[src/design/assert_macros.svh]
// assertion helpers shared by the design files
`ifndef ASSERT_MACROS_SVH
`define ASSERT_MACROS_SVH

`ifndef SYNTH

// condition holds at every clock edge outside reset
`define ASSERT_ALWAYS(lbl, clk, rst, expr) \
  lbl: assert property (@(posedge clk) disable iff (rst) (expr)) \
    else $error("assertion failed");

// consequent holds in the same cycle as the antecedent
`define ASSERT_IMPL(lbl, clk, rst, ante, cons) \
  lbl: assert property (@(posedge clk) disable iff (rst) (ante) |-> (cons)) \
    else $error("assertion failed");

// consequent holds in the cycle after the antecedent
`define ASSERT_NEXT(lbl, clk, rst, ante, cons) \
  lbl: assert property (@(posedge clk) disable iff (rst) (ante) |=> (cons)) \
    else $error("assertion failed");

`else

`define ASSERT_ALWAYS(lbl, clk, rst, expr)
`define ASSERT_IMPL(lbl, clk, rst, ante, cons)
`define ASSERT_NEXT(lbl, clk, rst, ante, cons)

`endif

`endif

[src/design/ftsa_pkg.sv]
package ftsa_pkg;

  // field widths
  localparam int STEP_W    = 17;
  localparam int ZOOM_W    = 3;
  localparam int DET_W     = 4;
  localparam int TIME_W    = 32;
  localparam int FREQ_W    = 31;
  localparam int OFS_W     = 32;
  localparam int CNT_W     = 3;
  localparam int CFG_IDX_W = 2;
  localparam int PROD_W    = STEP_W + 1 + DET_W;
  localparam int SUM_W     = OFS_W + 2;

  // packed stream widths, padded to whole bytes
  localparam int IN_W       = DET_W + TIME_W + FREQ_W;
  localparam int IN_BUS_W   = ((IN_W + 7) / 8) * 8;
  localparam int OUT_W      = OFS_W + OFS_W + 3;
  localparam int OUT_BUS_W  = ((OUT_W + 7) / 8) * 8;

  // register indexes
  localparam logic [CFG_IDX_W-1:0] REG_FINE_STEP = 2'd0;
  localparam logic [CFG_IDX_W-1:0] REG_ZOOM      = 2'd1;
  localparam logic [CFG_IDX_W-1:0] REG_CAL       = 2'd2;
  localparam logic [CFG_IDX_W-1:0] REG_FAST_EN   = 2'd3;

  // reset values and tuning constants
  localparam logic [STEP_W-1:0] FINE_STEP_RST = 17'd50;
  localparam logic [STEP_W-1:0] FAST_STEP_HZ  = 17'd1000;
  localparam logic [CNT_W-1:0]  TRIGGER_COUNT = 3'd4;
  localparam logic [CNT_W-1:0]  CNT_MAX       = 3'd7;
  localparam logic [TIME_W-1:0] SHORT_GAP_MS  = 32'd100;
  localparam logic [TIME_W-1:0] CANCEL_GAP_MS = 32'd500;

  // recentring window limits
  localparam logic signed [OFS_W-1:0] WIN0_HI     = 32'sd142000;
  localparam logic signed [OFS_W-1:0] WIN0_LO     = -32'sd43000;
  localparam logic [OFS_W-1:0]        WIN_HI_BASE = 32'd95000;
  localparam logic [OFS_W-1:0]        WIN_LO_BASE = 32'd93000;

  localparam logic signed [OFS_W-1:0] OFS_MAX = {1'b0, {(OFS_W-1){1'b1}}};
  localparam logic signed [OFS_W-1:0] OFS_MIN = {1'b1, {(OFS_W-1){1'b0}}};

  typedef struct packed {
    logic [STEP_W-1:0] fine_step;
    logic [ZOOM_W-1:0] zoom;
    logic              cal_mode;
    logic              fast_enable;
  } cfg_t;

  typedef struct packed {
    logic fast_on;
    logic fast_next;
  } accel_t;

  // offset outside the window for this zoom
  function automatic logic outside_window(input logic signed [OFS_W-1:0] off,
                                          input logic [ZOOM_W-1:0] zoom);
    logic signed [OFS_W-1:0] hi;
    logic signed [OFS_W-1:0] lo;
    hi = $signed(WIN_HI_BASE >> zoom);
    lo = -$signed(WIN_LO_BASE >> zoom);
    if (zoom == '0) begin
      return (off > WIN0_HI) || (off < WIN0_LO);
    end
    return (off >= hi) || (off < lo);
  endfunction

endpackage

[src/design/ftsa_cfg.sv]
module ftsa_cfg (
  input  logic                           clk,
  input  logic                           rst,
  input  logic                           cfg_wr_en,
  input  logic [ftsa_pkg::CFG_IDX_W-1:0] cfg_index,
  input  logic [ftsa_pkg::STEP_W-1:0]    cfg_wdata,
  output ftsa_pkg::cfg_t                 cfg
);
  import ftsa_pkg::*;

  // register file, written one register per transaction
  always_ff @(posedge clk) begin
    if (rst) begin
      cfg.fine_step   <= FINE_STEP_RST;
      cfg.zoom        <= '0;
      cfg.cal_mode    <= 1'b0;
      cfg.fast_enable <= 1'b1;
    end else if (cfg_wr_en) begin
      unique case (cfg_index)
        REG_FINE_STEP: cfg.fine_step   <= cfg_wdata;
        REG_ZOOM:      cfg.zoom        <= cfg_wdata[ZOOM_W-1:0];
        REG_CAL:       cfg.cal_mode    <= cfg_wdata[0];
        REG_FAST_EN:   cfg.fast_enable <= cfg_wdata[0];
        default:       cfg.cal_mode    <= cfg.cal_mode;
      endcase
    end
  end

endmodule

[src/design/ftsa_accel.sv]
`include "assert_macros.svh"

module ftsa_accel (
  input  logic                        clk,
  input  logic                        rst,
  input  logic                        move,
  input  logic [ftsa_pkg::TIME_W-1:0] now_ms,
  input  ftsa_pkg::cfg_t              cfg,
  output ftsa_pkg::accel_t            accel
);
  import ftsa_pkg::*;

  logic              fast_on;
  logic              fast_on_next;
  logic [CNT_W-1:0]  short_gap_count;
  logic [CNT_W-1:0]  short_gap_count_next;
  logic [CNT_W-1:0]  cnt_inc;
  logic [TIME_W-1:0] last_move_time;
  logic [TIME_W-1:0] gap;

  // gap since the last move, wrapping
  assign gap = now_ms - last_move_time;

  // short gap counting and fast mode entry and exit
  always_comb begin
    cnt_inc = short_gap_count;
    if ((gap <= SHORT_GAP_MS) && (short_gap_count < CNT_MAX)) begin
      cnt_inc = short_gap_count + 3'd1;
    end
    fast_on_next         = fast_on;
    short_gap_count_next = short_gap_count;
    priority if (!cfg.fast_enable) begin
      fast_on_next         = 1'b0;
      short_gap_count_next = '0;
    end else if (fast_on) begin
      fast_on_next = (gap < CANCEL_GAP_MS);
    end else if (cnt_inc >= TRIGGER_COUNT) begin
      fast_on_next         = 1'b1;
      short_gap_count_next = '0;
    end else begin
      short_gap_count_next = cnt_inc;
    end
  end

  assign accel.fast_on   = fast_on;
  assign accel.fast_next = fast_on_next;

  // state advances only on a taken move
  always_ff @(posedge clk) begin
    if (rst) begin
      fast_on         <= 1'b0;
      short_gap_count <= '0;
      last_move_time  <= '0;
    end else if (move) begin
      fast_on         <= fast_on_next;
      short_gap_count <= short_gap_count_next;
      last_move_time  <= now_ms;
    end
  end

  `ASSERT_ALWAYS(a_cnt_below_trigger, clk, rst, short_gap_count < TRIGGER_COUNT)
  `ASSERT_IMPL(a_fast_cnt_clear, clk, rst, fast_on, short_gap_count == '0)

endmodule

[src/design/ftsa_offset.sv]
`include "assert_macros.svh"

module ftsa_offset (
  input  logic                               clk,
  input  logic                               rst,
  input  logic                               fire,
  input  logic                               apply,
  input  logic                               fast_sel,
  input  ftsa_pkg::cfg_t                     cfg,
  input  logic signed [ftsa_pkg::DET_W-1:0]  detents,
  input  logic [ftsa_pkg::FREQ_W-1:0]        center_freq,
  output logic signed [ftsa_pkg::OFS_W-1:0]  offset_hz,
  output logic signed [ftsa_pkg::OFS_W-1:0]  tuned_freq,
  output logic                               recenter_request
);
  import ftsa_pkg::*;

  logic signed [OFS_W-1:0]  tune_offset;
  logic signed [OFS_W-1:0]  tune_offset_next;
  logic [STEP_W-1:0]        step;
  logic signed [PROD_W-1:0] prod;
  logic signed [PROD_W-1:0] delta;
  logic signed [SUM_W-1:0]  sum;
  logic signed [SUM_W-1:0]  tuned_raw;
  logic                     ofs_hi;
  logic                     ofs_lo;
  logic                     tun_hi;
  logic                     tun_lo;

  // step times detents, zero when the item is not applied
  assign step  = fast_sel ? FAST_STEP_HZ : cfg.fine_step;
  assign prod  = $signed({1'b0, step}) * detents;
  assign delta = apply ? prod : '0;

  // new offset and center plus offset in one three-input add
  assign sum       = {{2{tune_offset[OFS_W-1]}}, tune_offset}
                   + {{(SUM_W-PROD_W){delta[PROD_W-1]}}, delta};
  assign tuned_raw = sum + {{(SUM_W-FREQ_W){1'b0}}, center_freq};

  // saturation, a clamped low offset leaves center minus 2^31 in range
  always_comb begin
    ofs_hi = !sum[SUM_W-1] && (sum[SUM_W-2:OFS_W-1] != '0);
    ofs_lo = sum[SUM_W-1] && (sum[SUM_W-2:OFS_W-1] != '1);
    tun_hi = !tuned_raw[SUM_W-1] && (tuned_raw[SUM_W-2:OFS_W-1] != '0);
    tun_lo = tuned_raw[SUM_W-1] && (tuned_raw[SUM_W-2:OFS_W-1] != '1);
    priority if (ofs_hi) begin
      tune_offset_next = OFS_MAX;
      tuned_freq       = OFS_MAX;
    end else if (ofs_lo) begin
      tune_offset_next = OFS_MIN;
      tuned_freq       = {1'b1, center_freq};
    end else begin
      tune_offset_next = sum[OFS_W-1:0];
      if (tun_hi) begin
        tuned_freq = OFS_MAX;
      end else if (tun_lo) begin
        tuned_freq = OFS_MIN;
      end else begin
        tuned_freq = tuned_raw[OFS_W-1:0];
      end
    end
  end

  assign offset_hz        = tune_offset_next;
  assign recenter_request = apply && outside_window(tune_offset_next, cfg.zoom);

  // accumulated offset
  always_ff @(posedge clk) begin
    if (rst) begin
      tune_offset <= '0;
    end else if (fire && apply) begin
      tune_offset <= tune_offset_next;
    end
  end

  `ASSERT_NEXT(a_offset_holds, clk, rst, !(fire && apply), $stable(tune_offset))

endmodule

[src/design/fine_tune_step_accelerator.sv]
// Fine tune step accelerator: each input transaction carries encoder detents, a millisecond
// timestamp and the center frequency, and yields exactly one result transaction with the
// accumulated offset, center plus offset (both saturated to 32 bits signed), a recenter
// request, the fast mode flag and whether the move was taken. One item is accepted every
// clock cycle when the output side keeps up. Each accepted item passes through the input
// register and then the result register, around a single pass of gap compare, step
// multiply and saturating add. The user must write configuration registers through the
// plain write port only while no transaction is in flight; the block does not enforce it.
`include "assert_macros.svh"

module fine_tune_step_accelerator (
  input  logic                              clk,
  input  logic                              rst,
  input  logic                              cfg_wr_en,
  input  logic [ftsa_pkg::CFG_IDX_W-1:0]    cfg_index,
  input  logic [ftsa_pkg::STEP_W-1:0]       cfg_wdata,
  input  logic                              s_tvalid,
  output logic                              s_tready,
  // step_count[3:0], now_ms[35:4], center_freq[66:36], zero pad
  input  logic [ftsa_pkg::IN_BUS_W-1:0]     s_tdata,
  output logic                              m_tvalid,
  input  logic                              m_tready,
  // offset_hz[31:0], tuned_freq[63:32], recenter_request[64], fast_mode[65],
  // applied[66], zero pad
  output logic [ftsa_pkg::OUT_BUS_W-1:0]    m_tdata
);
  import ftsa_pkg::*;

  cfg_t                    cfg;
  accel_t                  accel;
  logic                    in_vld;
  logic [IN_W-1:0]         in_data;
  logic                    out_vld;
  logic [OUT_W-1:0]        out_data;
  logic                    fire;
  logic                    apply;
  logic                    move;
  logic signed [DET_W-1:0] detents;
  logic [TIME_W-1:0]       now_ms;
  logic [FREQ_W-1:0]       center_freq;
  logic signed [OFS_W-1:0] offset_hz;
  logic signed [OFS_W-1:0] tuned_freq;
  logic                    recenter_request;
  logic                    fast_mode;

  ftsa_cfg u_cfg (
    .clk       (clk),
    .rst       (rst),
    .cfg_wr_en (cfg_wr_en),
    .cfg_index (cfg_index),
    .cfg_wdata (cfg_wdata),
    .cfg       (cfg)
  );

  // input register unpacking
  assign detents     = in_data[DET_W-1:0];
  assign now_ms      = in_data[DET_W+TIME_W-1:DET_W];
  assign center_freq = in_data[IN_W-1:DET_W+TIME_W];

  // handshake: item in the input register moves on when the result slot frees
  assign fire     = in_vld && (!out_vld || m_tready);
  assign s_tready = !in_vld || fire;
  assign apply    = (detents != '0) && !cfg.cal_mode;
  assign move     = fire && apply;

  always_ff @(posedge clk) begin
    if (rst) begin
      in_vld <= 1'b0;
    end else if (s_tready) begin
      in_vld <= s_tvalid;
    end
  end

  always_ff @(posedge clk) begin
    if (s_tvalid && s_tready) begin
      in_data <= s_tdata[IN_W-1:0];
    end
  end

  ftsa_accel u_accel (
    .clk    (clk),
    .rst    (rst),
    .move   (move),
    .now_ms (now_ms),
    .cfg    (cfg),
    .accel  (accel)
  );

  ftsa_offset u_offset (
    .clk              (clk),
    .rst              (rst),
    .fire             (fire),
    .apply            (apply),
    .fast_sel         (accel.fast_next),
    .cfg              (cfg),
    .detents          (detents),
    .center_freq      (center_freq),
    .offset_hz        (offset_hz),
    .tuned_freq       (tuned_freq),
    .recenter_request (recenter_request)
  );

  assign fast_mode = apply ? accel.fast_next : accel.fast_on;

  // result register
  always_ff @(posedge clk) begin
    if (rst) begin
      out_vld <= 1'b0;
    end else if (fire) begin
      out_vld <= 1'b1;
    end else if (m_tready) begin
      out_vld <= 1'b0;
    end
  end

  always_ff @(posedge clk) begin
    if (fire) begin
      out_data <= {apply, fast_mode, recenter_request, tuned_freq, offset_hz};
    end
  end

  assign m_tvalid = out_vld;
  assign m_tdata  = {{(OUT_BUS_W-OUT_W){1'b0}}, out_data};

  `ASSERT_IMPL(a_recenter_needs_move, clk, rst, m_tvalid && out_data[OUT_W-3], out_data[OUT_W-1])

endmodule
[config.mk]
export PLATFORM = sky130hd
export DESIGN_NAME = fine_tune_step_accelerator
export DESIGN_NICKNAME = d
export VERILOG_FILES = /design/src/design/ftsa_pkg.sv /design/src/design/ftsa_cfg.sv /design/src/design/ftsa_accel.sv /design/src/design/ftsa_offset.sv /design/src/design/fine_tune_step_accelerator.sv
export VERILOG_INCLUDE_DIRS = /design/src /design/src/design
export SDC_FILE = /design/constraint.sdc
export NUM_CORES = 1
export LEC_CHECK = 0
export ABC_AREA = 1
export BUFFER_PORTS_ARGS = -buffer_cell sky130_fd_sc_hd__clkbuf_2
export CAP_MARGIN = 20
export CORE_MARGIN = 2
export CORE_UTILIZATION = 66
export CTS_CLUSTER_DIAMETER = 120
export CTS_CLUSTER_SIZE = 12
export DETAILED_ROUTE_END_ITERATION = 10
export PLACE_DENSITY = 0.95
export SYNTH_ARGS = -nofsm -noshare
export SYNTH_HDL_FRONTEND = slang
export SYNTH_SLANG_ARGS = --single-unit
[constraint.sdc]
create_clock -name clk -period 15.2 [get_ports clk]
set_clock_uncertainty 0.2 [all_clocks]
set_input_delay 1.52 -clock clk [delete_from_list [all_inputs] [get_ports clk]]
set_output_delay 1.52 -clock clk [all_outputs]
set_load 0.01 [all_outputs]
==> impl_metrics.ini <==
[run_status]
outcome = finished clean

[placement]
gp_congestion = 0.945
port-buffer-count = 159
dp.cells = 2959
post-dp-hpwl_mm = 38.3
pre_cts_slack_ps = 2180

[timing]
setup_viol = 0
slew_headroom_pct = 24.6
rsz0062_at_grt = no
report.final.slew_viol_count = 0
fin_crit_ps = 12790
finalSetupTns_ps = 0
fin_crit_sh_pct = 84.2
setup_ws_ps = 2410
max_freq_mhz = 78.2
finalHoldViolations = 0
worst_pin_slew_ps = 1100

[clock_network]
cts_root_buffer = clkbuf_16
cts-resized-gates = 0
cts_tree = built
clock_latency_ps = 530
cts.sinks = 226
h-tree-depth = 1
cts_buffers = 22
postCtsSetupBuffers = 0
clk_pin_slew_worst_paths_ps = 70
hold_buffers = 0
clock_path_buffers = 3

[cells_and_area]
drive_gt1_share_pct = 12.6
area_growth_pct = 9.06
final_nets = 2927
final_cell_mix = 501 x nand2_1, 324 x inv_1, 269 x nor2_1
fill_cells = 2146
antenna_cells = 0
layout.cells.non_filler = 2998
multi_input_area_mm2 = 0.0112
ff_latch_area_mm2 = 0.00587
layout_commonest_cell = nand2_1

[global_routing]
track_usage_pct = 33.3
use_met3_pct = 4.17
busiest_layer = met2
overflow = 0
use_met1_pct = 42.2
use_met2_pct = 58.8
antenna_found_initial = 0
grt_pass1_wl_mm = 79.6
grt_pass1_vias = 16700
grt_start_max_net_pins = 81

[power_and_ir_drop]
peakVddDrop_uv = 105
p_int_w = 0.00151
power_density_mw_per_mm2 = 135
switchingPower_w = 0.00124
p_leak_nw = 10.1
combPwrFrac_pct = 53.0
clkPwrFrac_pct = 18.8
power.share.switching_pct = 45.1
seq_power_share_pct = 28.2

[worst_setup_path]
required_ps = 15270
end_kind = flop
cp-start-kind = flop
critPathKind = flop to flop
critPathMostFrequentCell = nand2_1
cp_max_fo = 20
cp.arrival_ps = 12870
slowest_delay_ps = 920
cpMaxStageDelayCell = a2111oi_0

[drt]
wl_per_cell_um = 16.6
vias = 17600
drt_first_pass_iters = 6
ant_nets = 0
viasPerCell = 5.87
wl_mm = 49.8
drc_errors = 0
initialDrtViolationCount = 1654

[synth]
synth_flop_cell = edfxtp_1
ys_seq_area_share_pct = 31.3
ys_ff_latch = 226
avgSynthCellArea_um2 = 7.59
async_reset_ff_share_pct = 0
syn_area_mm2 = 0.0187
synth_cell_type_count = 57
ys_warn_count = 0
synth_cells = 2467
synth_edf_count = 134

[die]
die_x_um = 172
core_area_mm2 = 0.0279
fp.dieH_um = 172
num_io_pins = 170
rows = 61
start_util_pct = 67.2
dieArea_mm2 = 0.0297

[flow_run]
drv_cap = 0

[worst_hold_path]
hold_path_class = flop to flop
## per-stage QoR
step | hold slack (ps) | utilization, % | instance area [um^2] | power, W
after floorplan | 229 | - | 18800 | 0.00183
after global placement | 242 | 70.9 | 19800 | 0.00213
after detailed placement | 250 | 70.9 | 19800 | 0.00220
after CTS | 260 | 73.2 | 20400 | 0.00272
after global routing | 280 | 73.3 | 20400 | 0.00294
final | 258 | 73.3 | 20400 | 0.00276
## sequential cells by signal, indices dropped and copies added (netlist names)
register and cells:
in_vld 1, u_accel.short_gap_count 3, u_cfg.cfg 22, u_accel.last_move_time 32, u_accel.fast_on 1, in_data 67
u_offset.tune_offset 32, m_tvalid 1, out_data 67
## final cells by class
cell class                      count  area share, %
Timing Repair Buffer              168           4.23
Multi-Input combinational cell   1831           55.0
Clock buffer                       38           3.14
Tap cell                          378           2.32
Sequential cell                   226           28.7
Inverter                          357           6.57
## kinds of logic (layout without fill, tap and decap cells)
logic type	count (synthesis)	in the layout	share of synthesized area [%]
and+or+nand+nor	1039	1039	25.0
AOI/OAI and AO/OA	487	487	15.1
buffers and inverters	422	563	8.97
DFF	226	226	31.3
adders and majority gates	225	225	16.4
xor gates and xnor gates	67	67	3.14
other	1	13	0.0200
## Yosys cell counts (14+ instances only)
library cell,n,area (um^2)
xnor2_1,23,201
inv_2,27,101
nand2_2,29,181
o211ai_1,20,150
nand3_1,103,515
nor2_1,270,1010
nand4_1,43,269
xor2_1,44,385
buf_2,14,70.1
o21bai_1,17,128
nor2_2,14,87.6
fa_1,34,681
dfxtp_1,92,1840
nand2_1,502,1880
inv_1,326,1220
edfxtp_1,134,4020
clkbuf_1,37,139
a21oi_1,204,1020
a21oi_2,15,131
ha_1,191,2390
a211oi_1,14,105
o21ai_0,143,716
nor3_1,22,110
## power groups by stage
| stage | registers, W | logic, W | clock network (W) |
|---|---|---|---|
| after global routing | 0.000783 | 0.00161 | 0.000543 |
| after detailed placement | 0.000789 | 0.00141 | 0 |
| after global placement | 0.000787 | 0.00135 | 0 |
| after floorplan | 0.000796 | 0.00104 | 0 |
| final | 0.000777 | 0.00146 | 0.000518 |
| after CTS | 0.000777 | 0.00142 | 0.000519 |
## critical path: cells and delay by family (launching register included)
| family | cells | cell delay (ps) |
|---|---|---|
| flops | 1 | 420 |
| compound gates | 13 | 2850 |
| buf+inv | 10 | 1260 |
| fa+ha+maj | 9 | 3300 |
| simple gates | 33 | 3730 |
| xor+xnor | 3 | 750 |
## worst paths after layout
path | start | end | slack, ps | cells past startpoint
max | in_data[4] | out_data[43] | 2410 | 68
min | u_accel.last_move_time[25] | u_accel.last_move_time[25] | 260 | 2
max reg2reg | in_data[4] | out_data[43] | 2410 | 68
min reg2reg | u_accel.last_move_time[25] | u_accel.last_move_time[25] | 260 | 2
## per-layer routing
layer | up-vias | routed length (um)
li1 | 8497 | -
met1 | 8181 | 20700
met2 | 781 | 23800
met3 | 137 | 3710
met4 | 0 | 1580
met5 | - | 0
Power figures use the tool's default switching activity.
